[src/hw/rtl/msrd_pkg.sv]
`default_nettype none
package msrd_pkg;

  // Fraction bits of the internal normalised format
  localparam int unsigned QN = 30;
  // Default depth of the request queue between front and back
  localparam int unsigned DefQueueDepth = 2;

  typedef struct packed {
    logic signed [31:0] m_c0_r0;
    logic signed [31:0] m_c0_r1;
    logic signed [31:0] m_c0_r2;
    logic signed [31:0] m_c1_r0;
    logic signed [31:0] m_c1_r1;
    logic signed [31:0] m_c1_r2;
    logic signed [31:0] m_c2_r0;
    logic signed [31:0] m_c2_r1;
    logic signed [31:0] m_c2_r2;
  } in_req_t;

  typedef struct packed {
    logic        [31:0] scale_x;
    logic        [31:0] scale_y;
    logic        [31:0] scale_z;
    logic signed [15:0] quat_w;
    logic signed [15:0] quat_x;
    logic signed [15:0] quat_y;
    logic signed [15:0] quat_z;
    logic               degenerate;
  } out_res_t;

  // Classified request: magnitude and sign of each entry, index column*3+row
  typedef struct packed {
    logic [8:0][31:0] mag;
    logic [8:0]       neg;
  } entry_t;

  typedef enum logic [3:0] {
    B_IDLE,
    B_SQ,
    B_SC_WAIT,
    B_NORM_GO,
    B_NORM_WAIT,
    B_TRACE,
    B_ROOT_WAIT,
    B_QDIV_GO,
    B_QDIV_WAIT,
    B_OUT
  } back_state_e;

  // Quaternion component carried by the square root
  typedef enum logic [1:0] {
    AXIS_W,
    AXIS_X,
    AXIS_Y,
    AXIS_Z
  } axis_e;

  // Round a Q.30 magnitude to Q2.14, ties away from zero, and saturate
  function automatic logic [15:0] to_q14(logic [31:0] mag, logic neg, logic big);
    logic [32:0] sum;
    logic [16:0] r;
    sum = {1'b0, mag} + 33'h0_0000_8000;
    r   = sum[32:16];
    if (neg) begin
      to_q14 = (big || (r > 17'd32768)) ? 16'h8000 : 16'(17'd0 - r);
    end else begin
      to_q14 = (big || (r > 17'd32767)) ? 16'h7fff : r[15:0];
    end
  endfunction

endpackage
`default_nettype wire

[src/hw/rtl/msrd_in_if.sv]
`default_nettype none
interface msrd_in_if;
  import msrd_pkg::*;
  logic    valid;
  logic    ready;
  in_req_t req;
  modport source (output valid, output req, input ready);
  modport sink (input valid, input req, output ready);
endinterface
`default_nettype wire

[src/hw/rtl/msrd_front.sv]
`default_nettype none
module msrd_front #(
  parameter int unsigned QueueDepth = msrd_pkg::DefQueueDepth
) (
  input  wire logic             clk_i,
  input  wire logic             rst_ni,
  msrd_in_if.sink               in_i,
  output msrd_pkg::entry_t      head_o,
  output logic                  head_valid_o,
  input  wire logic             pop_i
);
  import msrd_pkg::*;

  localparam int unsigned PtrW = $clog2(QueueDepth);
  localparam int unsigned CntW = $clog2(QueueDepth + 1);

  entry_t            queue_q [QueueDepth];
  logic [PtrW-1:0]   wr_ptr_q, rd_ptr_q;
  logic [CntW-1:0]   cnt_q;
  logic [8:0][31:0]  raw;
  entry_t            cls;
  logic              push;

  assign raw[0] = in_i.req.m_c0_r0;
  assign raw[1] = in_i.req.m_c0_r1;
  assign raw[2] = in_i.req.m_c0_r2;
  assign raw[3] = in_i.req.m_c1_r0;
  assign raw[4] = in_i.req.m_c1_r1;
  assign raw[5] = in_i.req.m_c1_r2;
  assign raw[6] = in_i.req.m_c2_r0;
  assign raw[7] = in_i.req.m_c2_r1;
  assign raw[8] = in_i.req.m_c2_r2;

  // sign and magnitude split; -2^31 gives magnitude 2^31
  always_comb begin
    for (int i = 0; i < 9; i++) begin
      cls.neg[i] = raw[i][31];
      cls.mag[i] = raw[i][31] ? (32'd0 - raw[i]) : raw[i];
    end
  end

  assign in_i.ready   = (cnt_q != CntW'(QueueDepth));
  assign push         = in_i.valid && in_i.ready;
  assign head_valid_o = (cnt_q != '0);
  assign head_o       = queue_q[rd_ptr_q];

  always_ff @(posedge clk_i or negedge rst_ni) begin
    if (!rst_ni) begin
      wr_ptr_q <= '0;
      rd_ptr_q <= '0;
      cnt_q    <= '0;
    end else begin
      if (push) begin
        wr_ptr_q <= (wr_ptr_q == PtrW'(QueueDepth - 1)) ? '0 : wr_ptr_q + 1'b1;
      end
      if (pop_i) begin
        rd_ptr_q <= (rd_ptr_q == PtrW'(QueueDepth - 1)) ? '0 : rd_ptr_q + 1'b1;
      end
      if (push && !pop_i) begin
        cnt_q <= cnt_q + 1'b1;
      end else if (!push && pop_i) begin
        cnt_q <= cnt_q - 1'b1;
      end
    end
  end

  always_ff @(posedge clk_i) begin
    if (push) begin
      queue_q[wr_ptr_q] <= cls;
    end
  end

endmodule
`default_nettype wire

[src/flat_wrapper.sv]
// flat-port wrapper written by rule: the top's interface ports become plain ports
module msrd_front_flat import msrd_pkg::*;
#(
  parameter int unsigned QueueDepth = msrd_pkg::DefQueueDepth
)
  (clk_i, rst_ni, head_o, head_valid_o, pop_i, in_i_valid, in_i_req, in_i_ready);
  msrd_in_if in_i_i ();
  input  wire logic clk_i;
  input  wire logic rst_ni;
  output msrd_pkg::entry_t head_o;
  output logic head_valid_o;
  input  wire logic pop_i;
  input wire logic [$bits(in_i_i.valid)-1:0] in_i_valid;
  input wire logic [$bits(in_i_i.req)-1:0] in_i_req;
  output wire logic [$bits(in_i_i.ready)-1:0] in_i_ready;
  assign in_i_i.valid = in_i_valid;
  assign in_i_i.req = in_i_req;
  assign in_i_ready = in_i_i.ready;
  msrd_front #(.QueueDepth(QueueDepth)) u_core (.clk_i(clk_i), .rst_ni(rst_ni), .in_i(in_i_i), .head_o(head_o), .head_valid_o(head_valid_o), .pop_i(pop_i));
endmodule
[config.mk]
export PLATFORM = sky130hd
export DESIGN_NAME = msrd_front_flat
export DESIGN_NICKNAME = d
export VERILOG_FILES = /design/src/hw/rtl/msrd_pkg.sv /design/src/hw/rtl/msrd_in_if.sv /design/src/hw/rtl/msrd_front.sv /design/src/flat_wrapper.sv
export SDC_FILE = /design/constraint.sdc
export NUM_CORES = 1
export LEC_CHECK = 0
export ABC_AREA = 1
export CORE_UTILIZATION = 40
export DETAILED_ROUTE_END_ITERATION = 10
export DONT_BUFFER_PORTS = 1
export SLEW_MARGIN = 10
export SYNTH_ARGS = -nofsm -noshare
export SYNTH_HDL_FRONTEND = slang
export SYNTH_SLANG_ARGS = --single-unit
[constraint.sdc]
create_clock -name clk_i -period 16.8 [get_ports clk_i]
set_input_delay 1.68 -clock clk_i [delete_from_list [all_inputs] [get_ports clk_i]]
set_output_delay 1.68 -clock clk_i [all_outputs]
set_load 0.05 [all_outputs]
# Word level (Yosys, flattened, before mapping)
# Memories as Yosys holds them, arrays and structs flattened.
# Index checks and enable logic that the tools add are counted.
[word_totals]
inputBits = 292
wordCells = 40
register_bits = 4
mem_bits_rw = 594
out_inout_bits = 299
memories = 1
[memory_table]
columns = ["memory", "words", "word_bits", "read_ports", "rd_ports_with_merged_regs", "wr", "line", "source"]
rows = [
  ["u_core.queue_q", 2, 297, 1, 0, 1, "msrd_front.sv:17", "entry_t queue_q [QueueDepth];"],
]
[op_classes]
n_mux = 15
n_addsub = 13
eq_ne = 1
n_reduce_logical = 7
[op_table]
columns = ["op", "n"]
rows = [
  ["32-bit two-way mux", 9],
  ["1-bit by 32-bit subtractor with 32-bit output, first input constant", 9],
  ["1-bit two-way mux", 4],
  ["2-bit two-way mux", 2],
  ["2-bit nonzero test", 2],
  ["1-bit logical AND", 3],
  ["1-bit adder, second input constant", 2],
  ["2-bit by 1-bit adder with 2-bit output, second input constant", 1],
  ["1-bit logical NOT", 2],
  ["2-bit inequality test, second input constant", 1],
  ["2-bit by 1-bit subtractor with 2-bit output, second input constant", 1],
]

# Longest topological paths before layout
# Gate-level depths: netlist (run 1).
[depth]
word_depth = 6
ltp_mapped = 9
ltp_nobuf = 9

# Least setup slack after synthesis (run 1)
# No wires, ideal clock.
[synth_timing]
path_kind = "in2reg"
from = "input in_i_valid"
to = "memory u_core.queue_q[1][0] in the netlist's numbering, enable pin"
cell_stages = 2
setup_ns = 0.964
path_slack_ns = 1.728
n_path_buf = 0
t_arrival_ns = 14.108
path_cell_list = "nand2_1 nor2_1"
[synth_between]
elab_chain_cells = 3
[synth_rtl]
columns = ["item", "line", "source"]
rows = [
  ["start, declared", "flat_wrapper.sv:13", "input wire logic [$bits(in_i_i.valid)-1:0] in_i_valid;"],
  ["1-bit logical AND", "msrd_front.sv:43", "assign push = in_i.valid && in_i.ready;"],
  ["1-bit two-way mux", "msrd_front.sv:68", "if (push) begin"],
  ["1-bit two-way mux (not written as such)", "msrd_front.sv:69", "queue_q[wr_ptr_q] <= cls;"],
  ["end, declared", "msrd_front.sv:17", ""],
]
# Every way passes these cells.

==> results of run 1 <==
-- kinds of logic after synthesis --
family	share of synthesized area, %
AND/OR/NAND/NOR	20.10
flip-flops	57.55
multiplexers	13.14
buffers and inverters	3.922
adder cells (fa/ha/maj)	0.4014
AO/OA/AOI/OAI	1.036
XOR/XNOR	3.850
-- power by group through the flow --
stage / Sequential, mW / Clock [mW] / Combinational (mW)
4_1_cts: 2.23 / 1.43 / 2.42
2_1_floorplan: 2.33 / 0 / 2.26
3_3_place_gp: 2.27 / 0 / 2.39
6_report: 2.23 / 1.41 / 2.40
5_1_grt: 2.25 / 1.49 / 2.50
3_5_place_dp: 2.26 / 0 / 2.42
-- cell type report --
type                            count  area [sq um]
Tap cell                         1030          1289
Fill cell                        7245         42380
Inverter                          195         732.0
Multi-Input combinational cell   2037         12020
Timing Repair Buffer               14         105.1
Clock buffer                       69          1599
Clock inverter                     45         508.0
Sequential cell                   598         17940
-- sequential cells by signal, indices dropped and copies added (netlist names) --
name             count
u_core.cnt_q         2
u_core.wr_ptr_q      1
u_core.rd_ptr_q      1
u_core.queue_q     594
-- worst max-delay path, delay by kind of cell, from the launching register on --
| kind | cells | cell delay (ps) |
|---|---|---|
| flip-flops | 1 | 980 |
| multiplexers | 1 | 550 |
| buffers and inverters | 2 | 1830 |
-- path summary, 6_finish.rpt --
path,start,to,cells past startpoint
setup / recovery,u_core.rd_ptr_q,head_o[4],3
hold / removal,u_core.cnt_q[0],u_core.cnt_q[0],1
setup reg to reg,u_core.cnt_q[0],u_core.queue_q[1][132],7
hold reg to reg,u_core.cnt_q[0],u_core.cnt_q[0],1
max in group asynchronous,rst_ni,u_core.rd_ptr_q,0
min in group asynchronous,rst_ni,u_core.wr_ptr_q,0
-- metal layers --
layer | vias to the layer above | share of wire [%]
met5 | - | 0
met4 | 0 | 3.5
met3 | 134 | 10
met2 | 731 | 50
met1 | 9320 | 37
li1 | 9747 | -
-- per-stage QoR --
step	total power, mW	worst slack [ps]	instances	hold WS [ps]
5_1_grt	6.234	10720	3988	506.7
2_1_floorplan	4.589	1728	2892	445.8
3_3_place_gp	4.654	11650	3874	465.7
6_report	6.029	10970	3988	480.0
4_1_cts	6.082	10910	3988	484.2
3_5_place_dp	4.671	11600	3874	474.2
-- Yosys cell counts --
| library cell | n |
|---|---|
| edfxtp_1 | 594 |
| inv_2 | 2 |
| dfrtp_1 | 4 |
| o21ai_0 | 52 |
| xor2_1 | 43 |
| nand3b_1 | 17 |
| ha_1 | 10 |
| buf_6 | 26 |
| mux2_2 | 96 |
| nor2_1 | 430 |
| nand4_1 | 11 |
| nor2_4 | 15 |
| o21ai_1 | 4 |
| nand2_2 | 17 |
| nand3_1 | 148 |
| nor3_1 | 9 |
| mux2_4 | 200 |
| nor2_2 | 30 |
| mux2_1 | 1 |
| inv_1 | 193 |
| xnor2_1 | 94 |
| o211ai_1 | 2 |
| buf_4 | 8 |
| o21ai_2 | 2 |
| a21oi_1 | 2 |
| nand2_1 | 854 |
| buf_2 | 26 |
| clkbuf_1 | 2 |
==> impl_table.tex, run 1 <==
\begin{tabular}{lr}
\hline
Metric & Value \\
\hline
\multicolumn{2}{l}{\textbf{Logic synthesis}} \\
Share of the synthesized area in the top cell type & roughly 57\% \\
Average footprint of a synthesized cell & 10.78 sq um \\
Leading cell types by total area after synthesis & edfxtp\_1 57\%, nand2\_1 10\%, mux2\_4 9.6\% \\
Synthesized cell area & 31170 sq um \\
Number of distinct library cells after synthesis & 28 \\
Dominant cell type by area after synthesis & edfxtp\_1 \\
Count of synthesis-stage warnings from yosys & 0 \\
Total nets after synthesis & $\sim$3.2k \\
Sequential fraction of the synthesis area & between 50\% and 60\% \\
Register bit total from synthesis & 598 \\
Count of mapped cells out of synthesis & slightly below 3k \\
\multicolumn{2}{l}{\textbf{Cells and area}} \\
Most common cell after layout, fill and taps aside & nand2\_1 \\
Layout cells sized above 1 & about 16\% \\
P\&R area growth vs syn & 9.719\% \\
Top library cells by usage in the layout, fill and taps aside & 854 x nand2\_1, 594 x edfxtp\_1, 428 x nor2\_1, 200 x mux2\_4, 193 x inv\_1 \\
Final core utilization & between 40\% and 50\% \\
Post-route standard cell area excluding fillers & between 30000 and 40000 sq um \\
Count of antenna diodes in the layout & 0 \\
Final-stage net count & about 3.2k \\
\multicolumn{2}{l}{\textbf{STA}} \\
Worst clock skew & roughly 22 ps \\
Max Freq & $\sim$170 MHz \\
Headroom to the max-slew limit & 15.03\% \\
Slew @ Worst Pin & approximately 1300 ps \\
Unrepaired setup endpoints after global routing & false \\
Period minus WS final & about 5800 ps \\
Count of endpoints failing setup in the final report & 0 \\
Final TNS setup & 0 ps \\
Hold Fails Final Rpt & 0 \\
Tcrit/Tclk final & between 30\% and 40\% \\
Max-slew violation count & 0 \\
\multicolumn{2}{l}{\textbf{GRT}} \\
Combined global-route utilization of all metal layers & between 10\% and 20\% \\
Wire length of the first global-routing pass & $\sim$120000 um \\
Met3 layer usage reported by global route & under 10\% \\
Layer with the highest usage & met2 \\
Vias in the first global route & approximately 20k \\
Remaining global-route overflow & 0 \\
GR Util met2 & 35.03\% \\
Initial antenna violation count & 0 \\
Largest net degree at the start of global routing & 73 \\
Met1 demand-to-capacity share in global routing & between 20\% and 30\% \\
\multicolumn{2}{l}{\textbf{Run status}} \\
Run status & finished clean \\
\multicolumn{2}{l}{\textbf{Die}} \\
Number of ports placed on the die boundary & 591 \\
Total die area & approximately 79000 sq um \\
Core area & 76580 sq um \\
Die Wd & 281.1 um \\
Die span in y & between 200 and 300 um \\
Number of standard-cell rows in the floorplan & approximately 100 \\
Starting density of the core & about 41\% \\
\multicolumn{2}{l}{\textbf{Critical path}} \\
Cell with the most instances on the worst path & buf\_4 \\
WS Path Type & flip-flop to output port \\
Worst path max stage delay & between 900 and 1000 ps \\
Critical-path maximum fanout & 66 \\
Element type at the critical path end & output port \\
Crit start category & flip-flop \\
Cell with the largest stage delay on the worst path & dfrtp\_4 \\
Data required time of the critical path & 15120 ps \\
Register-to-register path setup slack & $\sim$12000 ps \\
Cell-by-cell listing of the critical path & buf\_4 -> buf\_4 -> mux2\_2 \\
Arr. time, crit path & 4150 ps \\
\multicolumn{2}{l}{\textbf{Pwr}} \\
Sw frac & between 40 and 50\% \\
Combinational group share of total power & between 30\% and 40\% \\
Relative contribution of sequential cells to total power & 36.9\% \\
Sw Pwr & around 2.5 mW \\
Internal power consumption & between 3 and 4 mW \\
Peak supply drop & between 0.00015 and 0.0002 V \\
Cell leakage power & roughly 13 nW \\
Fraction of power consumed by the clock network & between 20\% and 30\% \\
Cell area power density & between 150 and 200 nW/um\^{}2 \\
\multicolumn{2}{l}{\textbf{Route}} \\
Number of iterations in the first detailed-routing pass & 6 \\
Via count & 19.93k \\
Routed wirelength normalized by instance count & slightly above 20 um \\
Antenna violation net count after detailed routing & 0 \\
Violation count after the first detailed-routing iteration & approximately 1.4k \\
Total length of routed wires & slightly above 80000 um \\
Number of remaining DRC errors & 0 \\
Via/cell ratio & 4.998 \\
\multicolumn{2}{l}{\textbf{Clock network}} \\
Clock root buffer master & clkbuf\_16 \\
Source-to-sink clock delay at the later pin of the worst-skew pair & between 600 and 700 ps \\
CTS tree & done \\
CTS H-tree depth & 2 \\
Post-CTS Setup Bufs & 0 \\
Clock transition at the register clock pins on the worst setup and hold paths after CTS & 60 ps \\
Maximum buffer depth of the clock tree & 3 \\
Cells resized by post-CTS repair & 0 \\
TritonCTS Sinks & 598 \\
Total CTS buffers & 61 \\
Hold bufs inserted after CTS & 0 \\
\multicolumn{2}{l}{\textbf{Place}} \\
Port Buffer Count & 0 \\
HPWL Detailed & around 63000 um \\
Area of placed instances & $\sim$32000 sq um \\
Placer Congestion & 0.9168 \\
\multicolumn{2}{l}{\textbf{Run}} \\
Count of maximum capacitance violations & 0 \\
\multicolumn{2}{l}{\textbf{Min path}} \\
Worst min-delay path class & flip-flop to flip-flop \\
\hline
\end{tabular}
No activity file was read; power rests on OpenSTA's default activity.
==> run 2, diff against run 1 <==
==> constraint.sdc (replaced) <==
create_clock -name clk_i -period 5.12 [get_ports clk_i]
set_input_delay 0.512 -clock clk_i [delete_from_list [all_inputs] [get_ports clk_i]]
set_output_delay 0.512 -clock clk_i [all_outputs]
set_load 0.05 [all_outputs]
==> run 2 against run 1 <==
Sequential cell count did not move. Final cell count rose by 0.75%. Sequential share of layout area fell by 0.79 points. Clock skew rose by 12 ps. Core utilization rose by 0.69 points. Final area rose by 1.5%. Total power rose to 3.4 times the previous value. Critical endpoint is now head_o[3]. Largest cell class unchanged. Largest power group unchanged.
==> impl_table.tex, run 2 (synthesis gave the netlist of run 1 again) <==
\begin{tabular}{lr}
\hline
Metric & Value \\
\hline
\multicolumn{2}{l}{\textbf{STA}} \\
Worst clock skew & 34.69 ps (+12.37 ps) \\
Tcrit/Tclk final & about two thirds \\
Headroom to the max-slew limit & 35.92\% (+21 points) \\
Final TNS setup & 0 ps (unchanged) \\
Max-slew violation count & 0 (unchanged) \\
Final setup margin & 1725 ps (-9250 ps) \\
Period minus WS final & about 3400 ps \\
Count of endpoints failing setup in the final report & 0 (unchanged) \\
Max Freq & 294.5 MHz \\
Hold Slack & 127.6 ps (-352.5 ps) \\
Slew @ Worst Pin & 958.9 ps (-315.7 ps) \\
Unrepaired setup endpoints after global routing & false \\
Hold Fails Final Rpt & 0 (unchanged) \\
\multicolumn{2}{l}{\textbf{Run status}} \\
Run status & finished clean \\
\multicolumn{2}{l}{\textbf{Pwr}} \\
Cell area power density & 582.4 nW/um\^{}2 (+230\%) \\
Cell leakage power & 13.42 nW (+1.8\%) \\
Power after layout & 20.22 mW (+240\%) \\
Peak supply drop & 0.0004823 V (+210\%) \\
\multicolumn{2}{l}{\textbf{Critical path}} \\
Data required time of the critical path & 4610 ps (-10510 ps) \\
Arr. time, crit path & 2880 ps (-1270 ps) \\
Element type at the critical path end & output port \\
Crit start category & flip-flop \\
Critical-path maximum fanout & 91 (+38\%) \\
WS Path Type & flip-flop to output port \\
\multicolumn{2}{l}{\textbf{Die}} \\
Die span in y & 281.1 um (unchanged) \\
Starting density of the core & 40.70\% (unchanged) \\
Number of ports placed on the die boundary & 591 (unchanged) \\
Core area & 76580 sq um (unchanged) \\
Die Wd & 281.1 um (unchanged) \\
Number of standard-cell rows in the floorplan & 101 (unchanged) \\
Total die area & 79040 sq um (unchanged) \\
\multicolumn{2}{l}{\textbf{Route}} \\
Total length of routed wires & 83980 um (+3.5\%) \\
Antenna violation net count after detailed routing & 0 (unchanged) \\
Routed wirelength normalized by instance count & 20.90 um (+2.8\%) \\
Via/cell ratio & 5.054 (+1.1\%) \\
Number of iterations in the first detailed-routing pass & 6 (unchanged) \\
Violation count after the first detailed-routing iteration & 1198 (-14\%) \\
Via count & 20.31k (+1.9\%) \\
Number of remaining DRC errors & 0 (unchanged) \\
\multicolumn{2}{l}{\textbf{Place}} \\
Port Buffer Count & 0 (unchanged) \\
Cells after DPL & 3877 (+0.077\%) \\
Area of placed instances & 32240 sq um (+0.46\%) \\
Setup WS pre-CTS & 2352 ps (-9249 ps) \\
HPWL Detailed & 64410 um (+2.0\%) \\
Placer Congestion & 0.9323 (+1.7\%) \\
\multicolumn{2}{l}{\textbf{Clock network}} \\
TritonCTS Sinks & 598 (unchanged) \\
Hold bufs inserted after CTS & 20 (+20) \\
Cells resized by post-CTS repair & 0 (unchanged) \\
Clock transition at the register clock pins on the worst setup and hold paths after CTS & 60 ps (about the same) \\
Clock root buffer master & clkbuf\_16 \\
Source-to-sink clock delay at the later pin of the worst-skew pair & 600 ps (-20 ps) \\
Maximum buffer depth of the clock tree & 3 (unchanged) \\
Post-CTS Setup Bufs & 0 (unchanged) \\
CTS tree & done \\
Total CTS buffers & 66 (+8.2\%) \\
CTS H-tree depth & 3 (+1) \\
\multicolumn{2}{l}{\textbf{Cells and area}} \\
Most common cell after layout, fill and taps aside & nand2\_1 \\
Final-stage net count & 3237 (+0.87\%) \\
P\&R area growth vs syn & 11.41\% \\
Count of antenna diodes in the layout & 0 (unchanged) \\
Final core utilization & 45.34\% (+0.69 points) \\
Top library cells by usage in the layout, fill and taps aside & 852 x nand2\_1, 594 x edfxtp\_1, 428 x nor2\_1, 200 x mux2\_4, 192 x inv\_1 \\
Flip-flop count of the largest register, all copies and words added & 594 (unchanged) \\
Register name with the most flops & u\_core.queue\_q \\
Post-route standard cell area excluding fillers & 34720 sq um (+1.5\%) \\
Layout cells sized above 1 & 16.27\% (+0.17 points) \\
Count of fill cells added during filler insertion & 7059 (-2.6\%) \\
Cell Count, Final, Fillers Out & 4018 (+0.75\%) \\
Largest regs & u\_core.queue\_q (594), u\_core.cnt\_q (2) \\
\multicolumn{2}{l}{\textbf{GRT}} \\
Combined global-route utilization of all metal layers & 20.54\% (+0.59 points) \\
Initial antenna violation count & 0 (unchanged) \\
Remaining global-route overflow & 0 (unchanged) \\
Vias in the first global route & 20.35k (+3.1\%) \\
Largest net degree at the start of global routing & 109 (+49\%) \\
Wire length of the first global-routing pass & 122300 um (+3.0\%) \\
\multicolumn{2}{l}{\textbf{Min path}} \\
Worst min-delay path class & input port to flip-flop \\
\multicolumn{2}{l}{\textbf{Run}} \\
Count of maximum capacitance violations & 0 (unchanged) \\
\hline
\end{tabular}
## run 2: cell types whose count changed in the layout (fill, tap and decap cells not counted), moves of 5 or more
cell	before	now
dlygate4sd3_1	0	20
buf_12	0	8
clkbuf_16	63	69
buf_4	14	9
## run 2: per-layer routing
metal / global-route usage [%] / part of all wire (%)
met1: 22.23 / 37
met3: 7.016 / 9.1
met5: 0 / 0
met4: 8.603 / 3.7
met2: 36.32 / 50
## run 2: worst paths after layout
kind | slack [ps] | from | endpoint | cells after the start
max reg2reg | 2730 | u_core.cnt_q[0] | u_core.queue_q[1][178] | 5
max | 1720 | u_core.rd_ptr_q | head_o[3] | 2
min reg2reg | 520 | u_core.cnt_q[0] | u_core.cnt_q[0] | 1
min | 130 | in_i_req[247] | u_core.queue_q[1][64] | 2
max in group asynchronous | 4730 | rst_ni | u_core.rd_ptr_q | 1
min in group asynchronous | 190 | rst_ni | u_core.cnt_q[1] | 1
## run 2: worst max-delay path, stage by stage (launching register included)
cell and delay (ps):
dfrtp_4 1030, buf_12 530, mux2_2 540
## run 2: where the power goes
group          total (mW)  switching [mW]  leakage [nW]  internal [mW]
Clock                4.93            1.92          1.11           3.01
Sequential           7.30           0.511          5.58           6.79
Combinational        8.00            5.90          6.73           2.09
Total                20.2            8.33          13.4           11.9
## run 2: layout make-up
class,count,area [sq um],share of cell area [%]
Sequential cell,598,17940,51.67
Multi-Input combinational cell,2037,12050,34.69
Clock buffer,81,1792,5.160
Tap cell,1030,1289,3.712
Inverter,195,732.0,2.108
Clock inverter,40,494.2,1.423
Timing Repair Buffer,37,427.9,1.232
